$ cat src/hw/rtl/sld_pkg.sv
package sld_pkg;

    localparam int MAX_RESULTS = 6;
    localparam int CNT_W       = $clog2(MAX_RESULTS + 1);
    localparam int IDX_W       = $clog2(MAX_RESULTS);
    localparam int ESC_DEPTH   = 5;

    localparam logic [7:0] BYTE_DQUOTE    = 8'h22;
    localparam logic [7:0] BYTE_SQUOTE    = 8'h27;
    localparam logic [7:0] BYTE_BACKSLASH = 8'h5C;
    localparam logic [7:0] BYTE_LOWER_U   = 8'h75;
    localparam logic [7:0] BYTE_LF        = 8'h0A;
    localparam logic [7:0] BYTE_CR        = 8'h0D;
    localparam logic [7:0] UTF8_MIN_LEAD  = 8'hC2;
    localparam logic [7:0] UTF8_LEAD3     = 8'hE0;
    localparam logic [7:0] UTF8_CONT_LO   = 8'h80;
    localparam logic [7:0] UTF8_CONT_HI   = 8'hBF;
    localparam logic [7:0] UTF8_E0_MIN    = 8'hA0;

    localparam logic [1:0] MODE_ASCII  = 2'd0;
    localparam logic [1:0] MODE_UTF8   = 2'd1;
    localparam logic [1:0] MODE_LATIN1 = 2'd2;

    localparam logic [1:0] ERR_NONE      = 2'd0;
    localparam logic [1:0] ERR_NON_ASCII = 2'd1;
    localparam logic [1:0] ERR_BAD_UTF8  = 2'd2;

    localparam logic [1:0] UTF8_NONE  = 2'd0;
    localparam logic [1:0] UTF8_LAST  = 2'd1;
    localparam logic [1:0] UTF8_TWO   = 2'd2;

    localparam logic [2:0] ESC_NONE  = 3'd0;
    localparam logic [2:0] ESC_SLASH = 3'd1;
    localparam logic [2:0] ESC_FULL  = 3'd5;

    typedef enum logic [2:0] {
        KIND_CHAR,
        KIND_CLOSED,
        KIND_UNTERM,
        KIND_NON_ASCII,
        KIND_BAD_UTF8
    } item_kind_t;

    typedef struct packed {
        logic [7:0] data_byte;
        logic       first_byte;
        logic       quote_kind;
    } in_item_t;

    typedef struct packed {
        logic [15:0] code_point;
        item_kind_t  item_kind;
        logic        wide_flag;
    } result_t;

    typedef result_t [MAX_RESULTS-1:0] result_run_t;

    typedef struct packed {
        logic                      active;
        logic                      qsel;
        logic                      qpend;
        logic [2:0]                esc_stage;
        logic [ESC_DEPTH-1:0][7:0] esc_bytes;
        logic [7:0]                lead;
        logic [7:0]                partial;
        logic [1:0]                remaining;
        logic [1:0]                err;
        logic                      wide;
    } lit_state_t;

    function automatic logic is_hex(input logic [7:0] b);
        return (b >= 8'h30 && b <= 8'h39) || (b >= 8'h61 && b <= 8'h66) ||
               (b >= 8'h41 && b <= 8'h46);
    endfunction

    function automatic logic [3:0] hex_val(input logic [7:0] b);
        logic [7:0] v;
        v = 8'h00;
        if (b >= 8'h30 && b <= 8'h39)
        begin
            v = b - 8'h30;
        end
        else if (b >= 8'h61 && b <= 8'h66)
        begin
            v = b - 8'h57;
        end
        else if (b >= 8'h41 && b <= 8'h46)
        begin
            v = b - 8'h37;
        end
        return v[3:0];
    endfunction

    function automatic result_t char_item(input logic [15:0] cp);
        result_t r;
        r.code_point = cp;
        r.item_kind  = KIND_CHAR;
        r.wide_flag  = 1'b0;
        return r;
    endfunction

endpackage

$ cat src/hw/rtl/string_literal_decoder.sv
// Channel   Direction  Handshake            Payload
// cfg       in         cfg_valid/cfg_ready  cfg_data (encoding mode)
// in        in         in_valid/in_stall    data_byte, first_byte, quote_kind
// out       out        out_valid/out_stall  code_point, item_kind, wide_flag, last_of_run
//
// A source byte is taken every cycle while each byte yields at most one result and the output does not stall.
// A byte that yields k results (escape flush plus one more, up to six) stalls
// the next byte while the result buffer drains them one per cycle, unless the output stalls.
// An input transaction passes the input register and then the result buffer before its first result.
// Reset clears literal state and sets the encoding mode to UTF-8.
// in_stall rises only while the input register waits on a result buffer that is still draining.
module string_literal_decoder
    import sld_pkg::*;
(
    input  logic        clk,
    input  logic        rst_n,
    input  logic        cfg_valid,
    output logic        cfg_ready,
    input  logic [1:0]  cfg_data,
    input  logic        in_valid,
    output logic        in_stall,
    input  logic [7:0]  data_byte,
    input  logic        first_byte,
    input  logic        quote_kind,
    output logic        out_valid,
    input  logic        out_stall,
    output logic [15:0] code_point,
    output logic [2:0]  item_kind,
    output logic        wide_flag,
    output logic        last_of_run
);

    in_item_t         in_item;
    in_item_t         item;
    logic             fire;
    logic             run_free;
    result_run_t      run;
    logic [CNT_W-1:0] run_count;
    result_t          result;

    assign cfg_ready          = 1'b1;
    assign in_item.data_byte  = data_byte;
    assign in_item.first_byte = first_byte;
    assign in_item.quote_kind = quote_kind;

    sld_in_stage u_in_stage (
        .clk      (clk),
        .rst_n    (rst_n),
        .in_valid (in_valid),
        .in_stall (in_stall),
        .in_item  (in_item),
        .run_free (run_free),
        .fire     (fire),
        .item     (item)
    );

    sld_decode u_decode (
        .clk       (clk),
        .rst_n     (rst_n),
        .cfg_write (cfg_valid && cfg_ready),
        .cfg_data  (cfg_data),
        .fire      (fire),
        .item      (item),
        .run       (run),
        .run_count (run_count)
    );

    sld_run_buf u_run_buf (
        .clk       (clk),
        .rst_n     (rst_n),
        .load      (fire),
        .run       (run),
        .run_count (run_count),
        .run_free  (run_free),
        .out_valid (out_valid),
        .out_stall (out_stall),
        .result    (result),
        .last      (last_of_run)
    );

    assign code_point = result.code_point;
    assign item_kind  = result.item_kind;
    assign wide_flag  = result.wide_flag;

`ifndef ASSERT_OFF
    // input holds only while the buffer still has results beyond this cycle
    assert property (@(posedge clk) disable iff (!rst_n)
        in_stall |-> out_valid && (out_stall || !last_of_run))
        else $error("input stalled while result buffer drains");

    // a status transaction always closes the run of its byte
    assert property (@(posedge clk) disable iff (!rst_n)
        out_valid && item_kind != KIND_CHAR |-> last_of_run && code_point == 16'h0000)
        else $error("status transaction not last or carries a code point");

    // character transactions never carry the wide flag
    assert property (@(posedge clk) disable iff (!rst_n)
        out_valid && item_kind == KIND_CHAR |-> !wide_flag)
        else $error("wide flag on a character transaction");
`endif

endmodule

$ cat src/hw/rtl/sld_in_stage.sv
module sld_in_stage
    import sld_pkg::*;
(
    input  logic     clk,
    input  logic     rst_n,
    input  logic     in_valid,
    output logic     in_stall,
    input  in_item_t in_item,
    input  logic     run_free,
    output logic     fire,
    output in_item_t item
);

    logic     valid_reg;
    logic     valid_next;
    in_item_t item_reg;
    logic     accept;

    assign fire     = valid_reg && run_free;
    assign in_stall = valid_reg && !run_free;
    assign accept   = in_valid && !in_stall;
    assign item     = item_reg;

    always_comb
    begin
        valid_next = valid_reg;
        if (accept)
        begin
            valid_next = 1'b1;
        end
        else if (fire)
        begin
            valid_next = 1'b0;
        end
    end

    always_ff @(posedge clk or negedge rst_n)
    begin
        if (!rst_n)
        begin
            valid_reg <= 1'b0;
        end
        else
        begin
            valid_reg <= valid_next;
        end
    end

    always_ff @(posedge clk)
    begin
        if (accept)
        begin
            item_reg <= in_item;
        end
    end

endmodule

$ cat src/hw/rtl/sld_decode.sv
module sld_decode
    import sld_pkg::*;
(
    input  logic              clk,
    input  logic              rst_n,
    input  logic              cfg_write,
    input  logic [1:0]        cfg_data,
    input  logic              fire,
    input  in_item_t          item,
    output result_run_t       run,
    output logic [CNT_W-1:0]  run_count
);

    lit_state_t state_reg;
    lit_state_t state_next;
    logic [1:0] mode_reg;

    always_comb
    begin : decode_comb
        lit_state_t  ns;
        result_run_t res;
        logic [CNT_W-1:0] n;
        logic [7:0]  b;
        logic [7:0]  q;
        logic        handled;
        logic        ok;
        logic        cont;
        logic        do_finish;
        item_kind_t  base_kind;
        item_kind_t  fin_kind;
        logic [15:0] cp;

        ns        = state_reg;
        res       = '0;
        n         = '0;
        b         = item.data_byte;
        handled   = 1'b0;
        do_finish = 1'b0;
        base_kind = KIND_CLOSED;
        fin_kind  = KIND_CLOSED;
        ok        = 1'b0;
        cont      = 1'b0;
        cp        = '0;

        if (fire && item.first_byte)
        begin
            ns        = '0;
            ns.active = 1'b1;
            ns.qsel   = item.quote_kind;
        end
        q = ns.qsel ? BYTE_SQUOTE : BYTE_DQUOTE;

        if (fire && ns.active)
        begin
            if (ns.qpend)
            begin
                handled = 1'b1;
                if (b == q)
                begin
                    res[0]   = char_item({8'h00, q});
                    n        = CNT_W'(1);
                    ns.qpend = 1'b0;
                end
                else
                begin
                    do_finish = 1'b1;
                    base_kind = KIND_CLOSED;
                end
            end

            if (!handled && ns.remaining != UTF8_NONE)
            begin
                ok = (b >= UTF8_CONT_LO) && (b <= UTF8_CONT_HI);
                if (ns.remaining == UTF8_TWO && ns.lead == UTF8_LEAD3 && b < UTF8_E0_MIN)
                begin
                    ok = 1'b0;
                end
                if (ok)
                begin
                    handled = 1'b1;
                    if (ns.remaining == UTF8_TWO)
                    begin
                        ns.partial   = b;
                        ns.remaining = UTF8_LAST;
                    end
                    else
                    begin
                        if (ns.lead < UTF8_LEAD3)
                        begin
                            cp = {5'b0, ns.lead[4:0], b[5:0]};
                        end
                        else
                        begin
                            cp = {ns.lead[3:0], ns.partial[5:0], b[5:0]};
                        end
                        res[0]       = char_item(cp);
                        n            = CNT_W'(1);
                        ns.remaining = UTF8_NONE;
                    end
                end
                else
                begin
                    if (ns.err == ERR_NONE)
                    begin
                        ns.err = ERR_BAD_UTF8;
                    end
                    ns.remaining = UTF8_NONE;
                end
            end

            if (!handled && ns.esc_stage != ESC_NONE)
            begin
                cont = (ns.esc_stage == ESC_SLASH) ? (b == BYTE_LOWER_U) : is_hex(b);
                if (cont)
                begin
                    handled = 1'b1;
                    if (ns.esc_stage >= ESC_FULL)
                    begin
                        cp = {hex_val(ns.esc_bytes[2]), hex_val(ns.esc_bytes[3]),
                              hex_val(ns.esc_bytes[4]), hex_val(b)};
                        if (cp > 16'h00FF)
                        begin
                            ns.wide = 1'b1;
                        end
                        res[0]       = char_item(cp);
                        n            = CNT_W'(1);
                        ns.esc_stage = ESC_NONE;
                    end
                    else
                    begin
                        ns.esc_bytes[ns.esc_stage] = b;
                        ns.esc_stage               = ns.esc_stage + 3'd1;
                    end
                end
                else
                begin
                    // flush the broken escape as plain characters
                    for (int i = 0; i < ESC_DEPTH; i++)
                    begin
                        if (3'(i) < ns.esc_stage)
                        begin
                            res[i] = char_item({8'h00, ns.esc_bytes[i]});
                        end
                    end
                    n            = CNT_W'(ns.esc_stage);
                    ns.esc_stage = ESC_NONE;
                end
            end

            if (!handled)
            begin
                if (b == BYTE_LF || b == BYTE_CR)
                begin
                    do_finish = 1'b1;
                    base_kind = KIND_UNTERM;
                end
                else if (b == q)
                begin
                    ns.qpend = 1'b1;
                end
                else if (b == BYTE_BACKSLASH)
                begin
                    ns.esc_bytes[0] = b;
                    ns.esc_stage    = ESC_SLASH;
                end
                else if (b >= UTF8_CONT_LO)
                begin
                    if (mode_reg == MODE_ASCII)
                    begin
                        if (ns.err == ERR_NONE)
                        begin
                            ns.err = ERR_NON_ASCII;
                        end
                    end
                    else if (mode_reg == MODE_UTF8)
                    begin
                        ns.wide = 1'b1;
                        if (b < UTF8_MIN_LEAD)
                        begin
                            if (ns.err == ERR_NONE)
                            begin
                                ns.err = ERR_BAD_UTF8;
                            end
                        end
                        else
                        begin
                            ns.lead      = b;
                            ns.partial   = 8'h00;
                            ns.remaining = (b < UTF8_LEAD3) ? UTF8_LAST : UTF8_TWO;
                        end
                    end
                    else
                    begin
                        // latin1, and the unused mode code acts the same
                        res[n[IDX_W-1:0]] = char_item({8'h00, b});
                        n                 = n + CNT_W'(1);
                    end
                end
                else
                begin
                    res[n[IDX_W-1:0]] = char_item({8'h00, b});
                    n                 = n + CNT_W'(1);
                end
            end

            if (do_finish)
            begin
                fin_kind = base_kind;
                if (ns.err == ERR_NON_ASCII)
                begin
                    fin_kind = KIND_NON_ASCII;
                end
                else if (ns.err != ERR_NONE)
                begin
                    fin_kind = KIND_BAD_UTF8;
                end
                res[n[IDX_W-1:0]].code_point = 16'h0000;
                res[n[IDX_W-1:0]].item_kind  = fin_kind;
                res[n[IDX_W-1:0]].wide_flag  = ns.wide;
                n            = n + CNT_W'(1);
                ns.active    = 1'b0;
                ns.qpend     = 1'b0;
                ns.esc_stage = ESC_NONE;
                ns.remaining = UTF8_NONE;
            end
        end

        state_next = fire ? ns : state_reg;
        run        = res;
        run_count  = n;
    end

    always_ff @(posedge clk or negedge rst_n)
    begin
        if (!rst_n)
        begin
            state_reg <= '0;
            mode_reg  <= MODE_UTF8;
        end
        else
        begin
            state_reg <= state_next;
            if (cfg_write)
            begin
                mode_reg <= cfg_data;
            end
        end
    end

endmodule

$ cat src/hw/rtl/sld_run_buf.sv
module sld_run_buf
    import sld_pkg::*;
(
    input  logic             clk,
    input  logic             rst_n,
    input  logic             load,
    input  result_run_t      run,
    input  logic [CNT_W-1:0] run_count,
    output logic             run_free,
    output logic             out_valid,
    input  logic             out_stall,
    output result_t          result,
    output logic             last
);

    result_t          res_reg [MAX_RESULTS];
    logic [CNT_W-1:0] cnt_reg;
    logic [CNT_W-1:0] cnt_next;
    logic [IDX_W-1:0] idx_reg;
    logic [IDX_W-1:0] idx_next;
    logic             take;

    assign out_valid = CNT_W'(idx_reg) < cnt_reg;
    assign last      = (CNT_W'(idx_reg) + CNT_W'(1)) == cnt_reg;
    assign take      = out_valid && !out_stall;
    assign run_free  = !out_valid || (take && last);
    assign result    = res_reg[idx_reg];

    always_comb
    begin
        cnt_next = cnt_reg;
        idx_next = idx_reg;
        if (load)
        begin
            cnt_next = run_count;
            idx_next = '0;
        end
        else if (take)
        begin
            idx_next = idx_reg + IDX_W'(1);
        end
    end

    always_ff @(posedge clk or negedge rst_n)
    begin
        if (!rst_n)
        begin
            cnt_reg <= '0;
            idx_reg <= '0;
        end
        else
        begin
            cnt_reg <= cnt_next;
            idx_reg <= idx_next;
        end
    end

    always_ff @(posedge clk)
    begin
        if (load)
        begin
            for (int i = 0; i < MAX_RESULTS; i++)
            begin
                res_reg[i] <= run[i];
            end
        end
    end

endmodule

$ cat config.mk
export PLATFORM = sky130hd
export DESIGN_NAME = string_literal_decoder
export DESIGN_NICKNAME = d
export VERILOG_FILES = /design/src/hw/rtl/sld_pkg.sv /design/src/hw/rtl/string_literal_decoder.sv /design/src/hw/rtl/sld_in_stage.sv /design/src/hw/rtl/sld_decode.sv /design/src/hw/rtl/sld_run_buf.sv
export SDC_FILE = /design/constraint.sdc
export NUM_CORES = 1
export LEC_CHECK = 0
export BUFFER_PORTS_ARGS = -buffer_cell sky130_fd_sc_hd__buf_2
export CAP_MARGIN = 20
export CORE_UTILIZATION = 53
export DETAILED_ROUTE_END_ITERATION = 8
export GPL_TIMING_DRIVEN = 0
export HOLD_SLACK_MARGIN = 0.1
export PLACE_DENSITY_LB_ADDON = 0.12
export REMOVE_ABC_BUFFERS = 1
export SYNTH_ARGS = -nofsm -noshare
export SYNTH_HDL_FRONTEND = slang
export SYNTH_SLANG_ARGS = --single-unit
$ cat constraint.sdc
create_clock -name clk -period 9.85 [get_ports clk]
set_input_delay 0 -clock clk [delete_from_list [all_inputs] [get_ports clk]]
set_output_delay 0 -clock clk [all_outputs]
set_load 0.02 [all_outputs]
==> results.md <==
* Seq/Total Area, Yosys at 0.453
* Worst Tran Pin Value at 1.15 ns
* DR DRC count at 0
* Inst Count DP at 1165
* Layout cell share with drive strength beyond 1 at 0.173
* Arrival time worst endpoint at 6.94 ns
* Slew Viols, Final at 0
* Ys async rst share at 0.451
* LEAKAGE at 4.32 nW
* Crit end category: flip-flop
* IO buf count at 39
* Clk_lat worst skew at 0.43 ns
* Die width at 140 um
* Finished Layout Cells at 1217
* Setup crit start: u_run_buf.idx_reg[2]
* Critical path launch point type: flip-flop
* Worst hold slack at 0.273 ns
* Post-synth top area share at 0.269
* CTS tree: built
* Final Hold Viols at 0
* Yosys reg bits at 164
* Filler cell count at 1571
* Highest clock rate at 147 MHz
* CP Data Required Time at 9.97 ns
* Syn. warnings at 0
* First-pass DRT Iterations at 7
* Area leader, netlist: edfxtp_1
* Slowest CP cell: dfrtp_1
* Setup Buffers After CTS at 0
* Num CTS Buffers at 17
* Largest net degree at the start of global routing at 78
* FF-to-FF Start: u_run_buf.idx_reg[2]
* Post-synth top flop: edfxtp_1
* EDFF count, synth at 90
* Clock Tree Buf Depth at 2
* Initial antenna violation count at 0
* Clock sink count at 164
* Syn-to-layout area delta at 11.5%
* Antenna diodes at 0
* Global-route wire length before repair at 44400 um
* Root buffer cell: clkbuf_16
* Type of the tightest min-delay check: in2reg
* Synth Instances at 951
* Row cnt at 50
* Max Cap Violations at 0
* Crit-path cells: xor3_2, nor4b_4, o31ai_4, buf_8, nand2_1, ha_1, nor2_1, nor2_1, a21oi_1, o21ai_1, a32o_2, nand2_1, inv_1, ha_1, o2111ai_2, mux2i_1, and2_1, a221oi_1
* Die area at 19500 um2
* Period utilization at 0.692
* Vias in the first global route at 7582
* Peak VDD IR at 0.000253 V
* RePlAce Congestion at 0.966
* Slew margin rel. at 0.225
* H-tree levels at 4
* Detail Route Antenna Nets at 0
* Die Span Y at 140 um
* Critical path buffer and inverter count at 2
* Min-delay src: data_byte[3]
* Outcome: finished clean
* Core Area at 18600 um2
* Crit path largest cell delay at 1.02 ns
* Initial Util at 0.540
* Resize count post-CTS at 0
* Hpwl dp at 19600 um
* CP delay by family, top: simple AND/OR/NAND/NOR gates
* Syn Area/Cell at 10.6 um2
* Most common cell after layout, fill and taps aside: edfxtp_1
* Number of flip-flops in the largest register at 80
* Routed vias/inst at 6.56
* IO Count at 41
* RSZ-0062 raised after global routing: no
* Vias at 7985
* Clock skew at 0.0101 ns
* Crit path kind: reg2reg
* Mapped cell area at 10100 um2
* Final min period at 6.82 ns
* Iter 0 DRT Violations at 757
* Synth area leaders: edfxtp_1 (27%), dfrtp_1 (18%), nand2_1 (3.3%), ha_1 (3.2%), nor2_1 (3.2%)
* Post-DR wirelength/cell at 23.3 um
* Final setup viols at 0
* PwrDens at 305 nW/um2
* Overflow after GRT at 0
* Nets at 1013
* Largest fanout on the critical path at 28
* Most frequent cells in the layout: edfxtp_1 (90), nand2_1 (88), nor2_1 (86)
* Clock slew at reported path FFs at 0.07 ns
* Routed wire length at 28400 um
* GRT Util Overall at 0.301
* Cell variety after synth at 104
## metrics by stage
step	cell area [um2]	utilization	power, W	setup WS (ns)	setup TNS [ns]
6_report	11200	0.602	0.00342	3.03	0
5_1_grt	11200	0.602	0.00358	2.65	0
4_1_cts	11200	0.602	0.00341	3.07	0
3_5_place_dp	10400	0.559	0.00272	3.09	0
3_3_place_gp	10200	0.547	0.00261	-4.70	-291.35
2_1_floorplan	9720	-	0.00215	0.757	0
## layout make-up
type / count / area, um2 / area share
well taps: 234 / 293 / 0.0261
inverters: 32 / 123 / 0.0109
flip-flops and latches: 164 / 4560 / 0.406
multi-input cells: 687 / 5050 / 0.450
clock buffers: 20 / 437 / 0.0389
clock inverters: 12 / 154 / 0.0137
repair buffers: 68 / 604 / 0.0539
## report_power, final
part | total, W | internal (W) | switching, W
logic | 0.00152 | 0.000507 | 0.00101
registers | 0.00121 | 0.00103 | 0.000183
clock network | 0.000684 | 0.000400 | 0.000284
## routing by layer
layer | share of wire | global-route usage | vias to the layer above
li1 | - | - | 3674
met4 | 0.030 | 0.108 | 0
met3 | 0.066 | 0.0485 | 61
met1 | 0.45 | 0.437 | 3921
met2 | 0.45 | 0.456 | 329
met5 | 0 | 0 | -
## cells by family (layout without fill, tap and decap cells)
family,after synthesis,after routing,synth area share
and+or+nand+nor,349,349,0.197
xor gates and xnor gates,5,5,0.00597
DFF,164,164,0.453
buffers and inverters,100,132,0.0463
adders and majority gates,26,26,0.0323
muxes,37,37,0.0521
other,1,1,0.000373
AOI/OAI and AO/OA,269,269,0.214
## Yosys cell counts, drive strengths merged (4+ instances only)
cell,number
a22oi,7
o31ai,8
or4,6
nor2,89
clkbuf,36
a211oi,22
o211a,4
ha,26
a21o,5
a2111oi,4
nand3,17
o2bb2ai,4
nor4,24
mux2i,22
o211ai,7
o22ai,7
dfrtp,73
and2,26
a22o,36
nand4,10
edfxtp,90
nand3b,4
and3b,4
inv,32
mux4,12
and3,9
a21oi,62
o21ai,37
a31oi,7
nand2,88
nor3b,10
nor3,25
a32oi,24
or2,4
buf,32
a221oi,6
nor4b,9
nand2b,7
nor2b,6
## path summary, 6_finish.rpt
| kind | slack (ns) | endpoint | cells after the start |
|---|---|---|---|
| worst max register to register | 3.03 | u_run_buf.res_reg[0][7] | 18 |
| max in group asynchronous | 8.90 | u_decode.mode_reg[0] | 4 |
| min in group asynchronous | 0.63 | u_run_buf.idx_reg[2] | 4 |
| worst min register to register | 0.47 | u_decode.state_reg[35] | 2 |
| worst max-delay path | 3.03 | u_run_buf.res_reg[0][7] | 18 |
| worst min-delay path | 0.27 | u_in_stage.item[5] | 2 |
## timing repair
item / 4_1_cts / 5_1_grt
setup endpoints to repair: 0 / 0
hold buffers: 20 / 0
endpoints found under the hold margin: 89 / 0
Power figures use the tool's default switching activity.
